`src/rtl/srt_pkg.sv`:
```
// ----------------------------------------------------------------------------
// srt_pkg: shared definitions for the shortest-remaining-time scheduler
// Sizes, operation codes, the slot table entry, controller states and helpers.
// ----------------------------------------------------------------------------
package srt_pkg;

  localparam int SLOTS      = 16;
  localparam int CLOCK_BITS = 16;
  localparam int BURST_BITS = 12;

  localparam int SLOT_W = (SLOTS > 1) ? $clog2(SLOTS) : 1;
  localparam int SPAN_W = (CLOCK_BITS > BURST_BITS) ? CLOCK_BITS : BURST_BITS;

  localparam logic [CLOCK_BITS-1:0] CLOCK_MAX = '1;

  localparam logic [1:0] OP_LOAD  = 2'd0;
  localparam logic [1:0] OP_TICK  = 2'd1;
  localparam logic [1:0] OP_CLEAR = 2'd2;

  typedef struct packed {
    logic [CLOCK_BITS-1:0] arrival;
    logic [BURST_BITS-1:0] burst;
    logic [BURST_BITS-1:0] remaining;
  } slot_entry_t;

  typedef enum logic [2:0] {
    S_IDLE,
    S_SCAN,
    S_SCAN_END,
    S_UPDATE,
    S_SPAN,
    S_RESULT
  } state_t;

  function automatic logic [15:0] sat16(input logic [31:0] v);
    logic [15:0] r;
    r = (v > 32'h0000_FFFF) ? 16'hFFFF : v[15:0];
    return r;
  endfunction

endpackage

```
`src/rtl/shortest_remaining_time_scheduler.sv`:
```
// ----------------------------------------------------------------------------
// shortest_remaining_time_scheduler: preemptive SRTF scheduler over a slot table
// A tick scans the slot memory one entry per cycle through its single read
// port, then passes scan-end, update and span; other beats go from idle
// straight to the result state. A new beat is taken only back in idle.
// Reset clears the clock and the valid and done flags; no memory clearing pass.
// ----------------------------------------------------------------------------
module shortest_remaining_time_scheduler (
  input  logic        clk,
  input  logic        rst,
  input  logic        in_valid,
  output logic        in_ready,
  input  logic [1:0]  op,
  input  logic [3:0]  slot,
  input  logic [15:0] arrival,
  input  logic [11:0] burst,
  output logic        out_valid,
  input  logic        out_ready,
  output logic        ran,
  output logic [3:0]  run_slot,
  output logic        finished,
  output logic [15:0] wait_span,
  output logic [15:0] turnaround,
  output logic        all_finished,
  output logic [15:0] elapsed
);

  localparam int SW = srt_pkg::SLOT_W;
  localparam int CB = srt_pkg::CLOCK_BITS;
  localparam int BB = srt_pkg::BURST_BITS;
  localparam int PW = srt_pkg::SPAN_W;

  srt_pkg::state_t state, state_next;

  srt_pkg::slot_entry_t slot_mem [srt_pkg::SLOTS];
  srt_pkg::slot_entry_t rd_data;
  srt_pkg::slot_entry_t mem_wdata;
  logic [SW-1:0]        mem_waddr;
  logic                 mem_we;
  logic                 mem_re;

  logic [srt_pkg::SLOTS-1:0] slot_valid;
  logic [srt_pkg::SLOTS-1:0] slot_done;
  logic [CB-1:0]             clock_now;

  logic [1:0]    op_q;
  logic [SW-1:0] scan_cnt;
  logic          eval_valid;
  logic [SW-1:0] eval_idx;
  logic          best_found;
  logic [SW-1:0] best_idx;
  logic [CB-1:0] best_arr;
  logic [BB-1:0] best_burst;
  logic [BB-1:0] best_rem;
  logic          fin_q;
  logic [CB-1:0] span_q;

  logic          accept;
  logic          load_hit;
  logic [SW-1:0] load_idx;
  logic [BB-1:0] burst_in;
  logic          eval_take;
  logic [BB-1:0] rem_dec;
  logic [CB-1:0] clock_inc;
  logic          out_load;
  logic [PW-1:0] span_ext;
  logic [PW-1:0] burst_ext;
  logic [15:0]   wait_calc;
  logic          res_ran;

  assign accept    = in_valid && in_ready;
  assign load_idx  = SW'(slot);
  assign burst_in  = BB'(burst);
  assign load_hit  = accept && (op == srt_pkg::OP_LOAD) && (32'(slot) < srt_pkg::SLOTS);
  assign eval_take = eval_valid && slot_valid[eval_idx] && !slot_done[eval_idx] &&
                     (rd_data.arrival <= clock_now) &&
                     (!best_found || (rd_data.remaining < best_rem));
  assign rem_dec   = (best_rem != '0) ? best_rem - BB'(1) : '0;
  assign clock_inc = (clock_now != srt_pkg::CLOCK_MAX) ? clock_now + CB'(1) : clock_now;
  assign span_ext  = PW'(span_q);
  assign burst_ext = PW'(best_burst);
  assign wait_calc = (span_ext >= burst_ext) ? srt_pkg::sat16(32'(span_ext - burst_ext)) :
                                               16'd0;
  assign res_ran   = (op_q == srt_pkg::OP_TICK) && best_found;

  always_comb begin
    state_next = state;
    unique case (state)
      srt_pkg::S_IDLE: begin
        if (accept) begin
          state_next = (op == srt_pkg::OP_TICK) ? srt_pkg::S_SCAN : srt_pkg::S_RESULT;
        end
      end
      srt_pkg::S_SCAN: begin
        if (scan_cnt == SW'(srt_pkg::SLOTS - 1)) begin
          state_next = srt_pkg::S_SCAN_END;
        end
      end
      srt_pkg::S_SCAN_END: state_next = srt_pkg::S_UPDATE;
      srt_pkg::S_UPDATE:   state_next = srt_pkg::S_SPAN;
      srt_pkg::S_SPAN:     state_next = srt_pkg::S_RESULT;
      srt_pkg::S_RESULT: begin
        if (!out_valid || out_ready) begin
          state_next = srt_pkg::S_IDLE;
        end
      end
      default: state_next = srt_pkg::S_IDLE;
    endcase
  end

  always_comb begin
    in_ready  = 1'b0;
    mem_re    = 1'b0;
    mem_we    = 1'b0;
    mem_waddr = load_idx;
    mem_wdata = '{arrival: CB'(arrival), burst: burst_in, remaining: burst_in};
    out_load  = 1'b0;
    unique case (state)
      srt_pkg::S_IDLE: begin
        in_ready = 1'b1;
        mem_we   = load_hit;
      end
      srt_pkg::S_SCAN: mem_re = 1'b1;
      srt_pkg::S_UPDATE: begin
        mem_we    = best_found;
        mem_waddr = best_idx;
        mem_wdata = '{arrival: best_arr, burst: best_burst, remaining: rem_dec};
      end
      srt_pkg::S_RESULT: out_load = !out_valid || out_ready;
      default: begin
      end
    endcase
  end

  always_ff @(posedge clk) begin
    if (mem_we) begin
      slot_mem[mem_waddr] <= mem_wdata;
    end
    if (mem_re) begin
      rd_data <= slot_mem[scan_cnt];
    end
  end

  always_ff @(posedge clk) begin
    if (rst) begin
      state      <= srt_pkg::S_IDLE;
      slot_valid <= '0;
      slot_done  <= '0;
      clock_now  <= '0;
      eval_valid <= 1'b0;
      out_valid  <= 1'b0;
      best_found <= 1'b0;
      fin_q      <= 1'b0;
      scan_cnt   <= '0;
    end else begin
      state      <= state_next;
      eval_valid <= mem_re;
      if (accept) begin
        best_found <= 1'b0;
        fin_q      <= 1'b0;
        scan_cnt   <= '0;
        if (op == srt_pkg::OP_CLEAR) begin
          slot_valid <= '0;
          slot_done  <= '0;
          clock_now  <= '0;
        end
      end
      if (load_hit) begin
        slot_valid[load_idx] <= 1'b1;
        slot_done[load_idx]  <= (burst_in == '0);
      end
      if (mem_re) begin
        scan_cnt <= scan_cnt + SW'(1);
      end
      if (eval_take) begin
        best_found <= 1'b1;
      end
      if (state == srt_pkg::S_UPDATE) begin
        clock_now <= clock_inc;
        if (best_found && (rem_dec == '0)) begin
          slot_done[best_idx] <= 1'b1;
          fin_q               <= 1'b1;
        end
      end
      if (out_load) begin
        out_valid <= 1'b1;
      end else if (out_ready) begin
        out_valid <= 1'b0;
      end
    end
  end

  always_ff @(posedge clk) begin
    if (accept) begin
      op_q <= op;
    end
    if (mem_re) begin
      eval_idx <= scan_cnt;
    end
    if (eval_take) begin
      best_idx   <= eval_idx;
      best_arr   <= rd_data.arrival;
      best_burst <= rd_data.burst;
      best_rem   <= rd_data.remaining;
    end
    if (state == srt_pkg::S_SPAN) begin
      span_q <= clock_now - best_arr;
    end
    if (out_load) begin
      ran          <= res_ran;
      run_slot     <= res_ran ? 4'(best_idx) : 4'd0;
      finished     <= res_ran && fin_q;
      wait_span    <= (res_ran && fin_q) ? wait_calc : 16'd0;
      turnaround   <= (res_ran && fin_q) ? srt_pkg::sat16(32'(span_q)) : 16'd0;
      all_finished <= ~|(slot_valid & ~slot_done);
      elapsed      <= srt_pkg::sat16(32'(clock_now));
    end
  end

endmodule

```
`config.mk`:
```
export PLATFORM = sky130hd
export DESIGN_NAME = shortest_remaining_time_scheduler
export DESIGN_NICKNAME = d
export VERILOG_FILES = /design/src/rtl/srt_pkg.sv /design/src/rtl/shortest_remaining_time_scheduler.sv
export SDC_FILE = /design/constraint.sdc
export NUM_CORES = 1
export LEC_CHECK = 0
export BUFFER_PORTS_ARGS = -buffer_cell sky130_fd_sc_hd__buf_4
export CELL_PAD_IN_SITES_DETAIL_PLACEMENT = 1
export CELL_PAD_IN_SITES_GLOBAL_PLACEMENT = 1
export CORE_AREA = 5 5 191 332
export DETAILED_ROUTE_END_ITERATION = 8
export DIE_AREA = 0 0 196 337
export PLACE_DENSITY = 0.9
export SKIP_LAST_GASP = 1
export SYNTH_ARGS = -nofsm -noshare
export SYNTH_HDL_FRONTEND = slang
export SYNTH_SLANG_ARGS = --single-unit
```
`constraint.sdc`:
```
create_clock -name clk -period 6.38 [get_ports clk]
set_input_delay 1.276 -clock clk [delete_from_list [all_inputs] [get_ports clk]]
set_output_delay 1.276 -clock clk [all_outputs]
set_load 0.01 [all_outputs]
```
==> metrics.yaml, run 1 <==
logic_synthesis:
  yosys-top-cells-area: "edfxtp_1, mux4_2, dfxtp_1, ha_1, nor2_1"
  ys_types: 61
  synth_edf_count: 801
  yosysTopAreaCell: "edfxtp_1"
  syn_avg_cell_area_sq_um: 18.3
  yosys_warnings: 0
  async_flop_share_pct: 0
  mappedNetlistArea_sq_mm: 0.0346
  yosys_register_bits: 860
  synthFlopType: "edfxtp_1"
  synth_top_area_share_pct: 69.5
  yosysMostFrequentCell: "edfxtp_1"
  yosysSeqAreaShare_pct: 72.9
  synthTopCellsByCount: "edfxtp_1, mux4_2, nor2_1"
  syn_nets: 1986
  synth_cells: 1888
cells_and_area:
  post-route-util_pct: 64.4
  final_layout_size_suffix_gt1_share_pct: 23.5
  area_growth_pct: 12.9
  fin_nets: 2142
grt:
  grt_use_met1_pct: 40.2
  grt_pass1_vias: 21300
  grt_overflow: 0
  grt_use_met2_pct: 51.0
  grt_use_met3_pct: 5.67
  grt_start_max_net_pins: 121
  antenna_found_initial: 2
  busiest_layer: "met2"
  grt_pass1_wl_microns: 150000
  grt_usage_pct: 30.8
sta:
  tightest_slew_ns: 1.40
  fin_crit_sh_pct: 75.8
  max_freq_mhz: 207
  fin_tns_setup_ns: 0
  hold_viol: 0
  rsz0062_at_grt: "false"
  period_minus_slack_ns: 4.84
  slew_headroom_pct: 6.02
  final.setup_skew_ns: 0.0218
  drv_slew: 0
  finalSetupViolations: 0
detailed_routing:
  vias_per_cell: 6.99
  drc_errors: 0
  wire_per_inst_microns: 34.8
  via_count: 20300
  drtIter0Drc: 2786
  firstDrtPassIters: 7
  ant_nets: 0
  finalWirelength_microns: 101000
worst_setup_path:
  criticalPathCategory: "primary input to flop"
  path_depth: 8
  r2r_start: "state[0]"
  r2r_cells: 7
  cp_top_family: "simple AND/OR/NAND/NOR gates"
  slowest_stage: "nor2_4"
  crit_buf_inv: 2
  cp_cell_sequence: "buf_4 > or4b_1 > nor3_1 > nor2_1 > nor2_1 > a31oi_1 > nor2_4 > buf_4"
  r2r_setup_slack_ns: 1.72
  startpoint: "in_valid"
  endpoint: "slot_mem[4][29]"
  path_max_fanout: 30
  startpoint_type: "primary input"
  critPathArrivalTime_ns: 5.16
  slowest_delay_ns: 0.99
  reg2reg_to: "slot_mem[4][29]"
  end_kind: "flop"
  crit_required_ns: 6.70
placed_design:
  dp_hpwl_microns: 60100
  io_buffers: 94
  place_congestion: 0.919
die:
  start_util_pct: 57.0
  pin_count: 95
  die_w_microns: 196
  chipHeight_microns: 337
  dieArea_sq_mm: 0.0661
  core_area_sq_mm: 0.0607
  rows: 120
clocking:
  clk_path_buf_depth: 3
  cts.sinks: 860
  clkTransAtPathRegs_ns: 0.07
  clkLatencyLatePin_ns: 0.64
  post_cts_buffers: 0
  cts_tree: "built"
  ctsHoldBuffers: 0
  ctsResizeCount: 0
  cts-buffers-inserted: 73
  root_buffer: "clkbuf_16"
  htree_levels: 3
power_and_ir_drop:
  powerDensity_mw_per_mm2: 322
  ir_drop_uv: 208
  p_leak_nw: 12.7
hold_path:
  min_path_type: "flop to flop"
run:
  cap_violations: 0
status:
  status: "finished, final reports clean"
==> worst min path at each step <==
stage | start | to | slack, ns | cells after the start
2_1_floorplan | rd_data[12] | best_burst[0] | 0.40 | 0
3_3_place_gp | rd_data[15] | best_burst[3] | 0.40 | 0
3_5_place_dp | rd_data[16] | best_burst[4] | 0.41 | 0
4_1_cts | rd_data[18] | best_burst[6] | 0.44 | 0
5_1_grt | rd_data[18] | best_burst[6] | 0.45 | 0
6_report | rd_data[18] | best_burst[6] | 0.45 | 0
==> logic make-up after synthesis <==
family / count (synthesis) / share of synthesized area, %
xor gates and xnor gates: 41 / 1.04
buffers and inverters: 155 / 1.71
muxes: 208 / 13.4
and+or+nand+nor: 340 / 4.69
DFF: 860 / 72.9
adders and majority gates: 60 / 2.21
AOI/OAI and AO/OA: 224 / 4.05
==> where the power goes <==
part / total (W) / internal [W] / switching (W) / leakage [nW]
clock network: 0.00465 / 0.00257 / 0.00209 / 1.17
logic: 0.00137 / 0.000554 / 0.000818 / 3.80
registers: 0.00654 / 0.00641 / 0.000134 / 7.68
total: 0.0126 / 0.00953 / 0.00304 / 12.7
==> routing by layer <==
layer / part of all wire, % / vias up
li1: - / 7863
met4: 5.3 / 2
met5: 0.013 / -
met1: 35 / 10400
met3: 9.3 / 326
met2: 50 / 1633
==> layout make-up <==
type                    instances  area (sq um)
inverters                      77           289
clock buffers                  97          2020
repair buffers                159          1210
well taps                     793           992
fillers                      5128         21600
clock inverters                36           380
multi-input cells             873          8910
diodes                          1          2.50
flip-flops and latches        860         25200
==> registers in the layout, summed over array words and instances (netlist names), 3 cells and up <==
register    count
slot_mem      640
best_arr       16
clock_now      16
best_burst     12
wait_span      16
rd_data        40
span_ext       16
run_slot        4
eval_idx        4
turnaround     16
slot_done      16
elapsed        16
best_idx        4
scan_cnt        4
state           3
best_rem       12
slot_valid     16
==> placed cells by master, fill, tap and decap left out, types with 21 or more instances in the layout <==
cell and instances:
edfxtp_1 801, mux4_2 203, buf_4 158, nand2_1 94, nor2_1 82, clkbuf_16 77
inv_1 76, a21oi_1 62, ha_1 58, dfxtp_1 55, o21ai_0 49, xnor2_1 37
a31oi_1 28, and3_1 22, nor3_1 22, nand3_1 21
==> through the flow <==
stage | area, sq um | cells | hold slack [ns] | setup slack, ns | total power (W)
6_report | 39100 | 2896 | 0.446 | 1.54 | 0.0126
5_1_grt | 39100 | 2896 | 0.446 | 1.49 | 0.0129
2_1_floorplan | 34600 | 1888 | 0.400 | 1.68 | 0.00743
3_5_place_dp | 36600 | 2761 | 0.406 | 1.19 | 0.00795
3_3_place_gp | 36600 | 2761 | 0.402 | 1.36 | 0.00784
4_1_cts | 39000 | 2894 | 0.437 | 1.63 | 0.0126
Note: power is estimated with default switching activity, not from simulation.
==> inputs of run 2 (changes only) <==
--- a/config.mk
+++ b/config.mk
@@ -8,10 +8,10 @@
 export BUFFER_PORTS_ARGS = -buffer_cell sky130_fd_sc_hd__buf_4
 export CELL_PAD_IN_SITES_DETAIL_PLACEMENT = 1
 export CELL_PAD_IN_SITES_GLOBAL_PLACEMENT = 1
-export CORE_AREA = 5 5 191 332
+export CORE_AREA = 5 5 198 343
 export DETAILED_ROUTE_END_ITERATION = 8
-export DIE_AREA = 0 0 196 337
-export PLACE_DENSITY = 0.9
+export DIE_AREA = 0 0 203 348
+export PLACE_DENSITY = 0.85
 export SKIP_LAST_GASP = 1
 export SYNTH_ARGS = -nofsm -noshare
 export SYNTH_HDL_FRONTEND = slang
==> constraint.sdc (replaced) <==
create_clock -name clk -period 4.8 [get_ports clk]
set_input_delay 0.96 -clock clk [delete_from_list [all_inputs] [get_ports clk]]
set_output_delay 0.96 -clock clk [all_outputs]
set_load 0.01 [all_outputs]
==> run 2 against run 1 <==
Clock-buffer cell count shrank 11. Design area increased by 0.23%. Clock skew is 0.010 ns higher. Critical path depth is 1 lower. Critical endpoint is now slot_mem[14][28]. Largest power group unchanged.
==> metrics.yaml, run 2 (synthesis results as in run 1) <==
grt:
  busiest_layer: "met2"
  grt_use_met1_pct: 32.4  # -7.8 points
  grt_use_met2_pct: 49.3  # -1.7 points
  grt_use_met3_pct: 4.03  # -1.6 points
  grt_pass1_wl_microns: 144000  # -4.0%
  antenna_found_initial: 1  # -1
  grt_start_max_net_pins: 65  # -46%
  grt_usage_pct: 27.7  # -3.1 points
  grt_overflow: 0  # unchanged
  grt_pass1_vias: 20700  # -2.9%
sta:
  period_minus_slack_ns: 3.79
  fin_crit_sh_pct: 78.9
  tightest_slew_ns: 1.43  # +0.0230 ns
  slew_headroom_pct: 4.29  # -1.7 points
  hold_viol: 0  # unchanged
  drv_slew: 0  # unchanged
  rsz0062_at_grt: "false"
  setup_ws_ns: 1.01  # -0.532 ns
  fin_tns_setup_ns: 0  # unchanged
  finalSetupViolations: 0  # unchanged
  final.setup_skew_ns: 0.0321  # +0.0102 ns
  max_freq_mhz: 264
hold_path:
  hold_end: "best_burst[3]"
  hold_start: "rd_data[15]"
  hold_depth: 0  # unchanged
  min_path_type: "flop to flop"
placed_design:
  dp_hpwl_microns: 61500  # +2.4%
  place_congestion: 0.885  # -3.7%
  dp_cells: 2782  # +0.76%
  dp_slack_ns: 0.610  # -0.578 ns
  io_buffers: 94  # unchanged
cells_and_area:
  post-route-util_pct: 60.2  # -4.2 points
  layout_commonest_cell: "edfxtp_1"
  final_layout_size_suffix_gt1_share_pct: 23.6  # +0.090 points
  top_regs: "slot_mem: 640 flops, rd_data: 40 flops"
  fin_nets: 2136  # -0.28%
  largest_reg_flops: 640  # unchanged
  n_fill_cell: 5605  # +9.3%
  layout.cells.most_common_list: "edfxtp_1, mux4_2, buf_4"
  final_cells: 2913  # +0.59%
  top_register: "slot_mem"
  area_growth_pct: 13.1
  antenna_cells: 0  # -1
die:
  dieArea_sq_mm: 0.0706  # +7.0%
  rows: 124  # +3.3%
  core_area_sq_mm: 0.0650  # +7.2%
  pin_count: 95  # unchanged
  start_util_pct: 53.2  # -3.8 points
  die_w_microns: 203  # +3.6%
  chipHeight_microns: 348  # +3.3%
detailed_routing:
  drc_errors: 0  # unchanged
  finalWirelength_microns: 97600  # -3.2%
  drtIter0Drc: 2106  # -24%
  vias_per_cell: 6.66  # -4.7%
  ant_nets: 0  # unchanged
  via_count: 19400  # -4.2%
  firstDrtPassIters: 6  # -1
  wire_per_inst_microns: 33.5  # -3.7%
power_and_ir_drop:
  powerDensity_mw_per_mm2: 419  # +30%
  ir_drop_uv: 239  # +15%
  p_leak_nw: 12.6  # -0.22%
clocking:
  ctsHoldBuffers: 0  # unchanged
  clkTransAtPathRegs_ns: 0.07  # about the same
  ctsResizeCount: 0  # unchanged
  htree_levels: 3  # unchanged
  post_cts_buffers: 0  # unchanged
  clk_path_buf_depth: 3  # unchanged
  root_buffer: "clkbuf_16"
  cts_tree: "built"
  cts-buffers-inserted: 71  # -2.7%
  clkLatencyLatePin_ns: 0.63  # about the same
  cts.sinks: 860  # unchanged
worst_setup_path:
  startpoint_type: "flop"
  critPathArrivalTime_ns: 4.08  # -1.08 ns
  crit_required_ns: 5.09  # -1.61 ns
  reg2reg_to: "slot_mem[14][28]"
  r2r_cells: 7  # unchanged
  slowest_delay_ns: 0.73  # -0.26 ns
  cp_cell_sequence: "or4b_1 > nor3_1 > nor2_1 > nor2_1 > a31oi_1 > nor2_4 > buf_12"
  r2r_start: "state[0]"
  slowest_stage: "or4b_1"
  end_kind: "flop"
  cpMostUsedCell: "nor2_1"
  r2r_setup_slack_ns: 1.01  # -0.71 ns
  criticalPathCategory: "flop to flop"
  path_max_fanout: 29  # -3.3%
status:
  status: "finished, final reports clean"
run:
  cap_violations: 0  # unchanged
[run 2: cell types whose count changed in the layout (fill, tap and decap cells not counted), moves of 2 or more]
cell        delta
buf_4         -19
o21ai_1       +15
o21ai_0       -14
buf_12        +13
clkbuf_1       -9
clkinvlp_4     +6
clkinv_2       +3
buf_6          +2
bufinv_16      -2
clkbuf_16      -2
clkinv_8       +2
inv_6          -2
[run 2: through the flow]
step,total power (W),hold WS (ns),area [sq um]
CTS,0.0165,0.426,39100
global route,0.0170,0.434,39100
global placement,0.0105,0.402,36800
floorplan,0.00988,0.400,34600
detailed placement,0.0106,0.407,36800
finish,0.0164,0.425,39100
[run 2: where the power goes]
group	total, W	internal, W	leakage, nW	switching (W)
clock network	0.00591	0.00321	1.12	0.00270
logic	0.00183	0.000743	3.82	0.00108
registers	0.00867	0.00852	7.68	0.000158
total	0.0164	0.0125	12.6	0.00394
[run 2: cell type report]
| cell class | count | area, sq um | share of cell area (%) |
|---|---|---|---|
| Clock buffer | 86 | 1930 | 4.93 |
| Clock inverter | 43 | 395 | 1.01 |
| Inverter | 77 | 289 | 0.738 |
| Multi-Input combinational cell | 873 | 8910 | 22.8 |
| Sequential cell | 860 | 25200 | 64.5 |
| Tap cell | 819 | 1020 | 2.62 |
| Timing Repair Buffer | 155 | 1350 | 3.44 |
[run 2: critical path, delay by kind of cell, from the launching register on]
kind	cells	cell delay [ns]
buffers and inverters	1	0.31
DFF	1	0.41
and+or+nand+nor	5	2.22
AOI/OAI and AO/OA	1	0.46
[run 2: worst max path at each step]
stage	start	to	slack, ns
after global routing	state[1]	slot_mem[14][28]	0.92
after floorplan	in_valid	slot_mem[0][0]	0.41
after CTS	state[0]	slot_mem[14][21]	1.08
after detailed placement	in_valid	slot_mem[14][17]	0.61
after global placement	in_valid	slot_mem[14][21]	0.84
final	state[0]	slot_mem[14][28]	1.01
[run 2: routing by layer]
layer | part of all wire [%] | up-vias
li1 | - | 7848
met1 | 33 | 10000
met2 | 53 | 1223
met3 | 7.2 | 298
met4 | 6.5 | 0
met5 | 0 | -
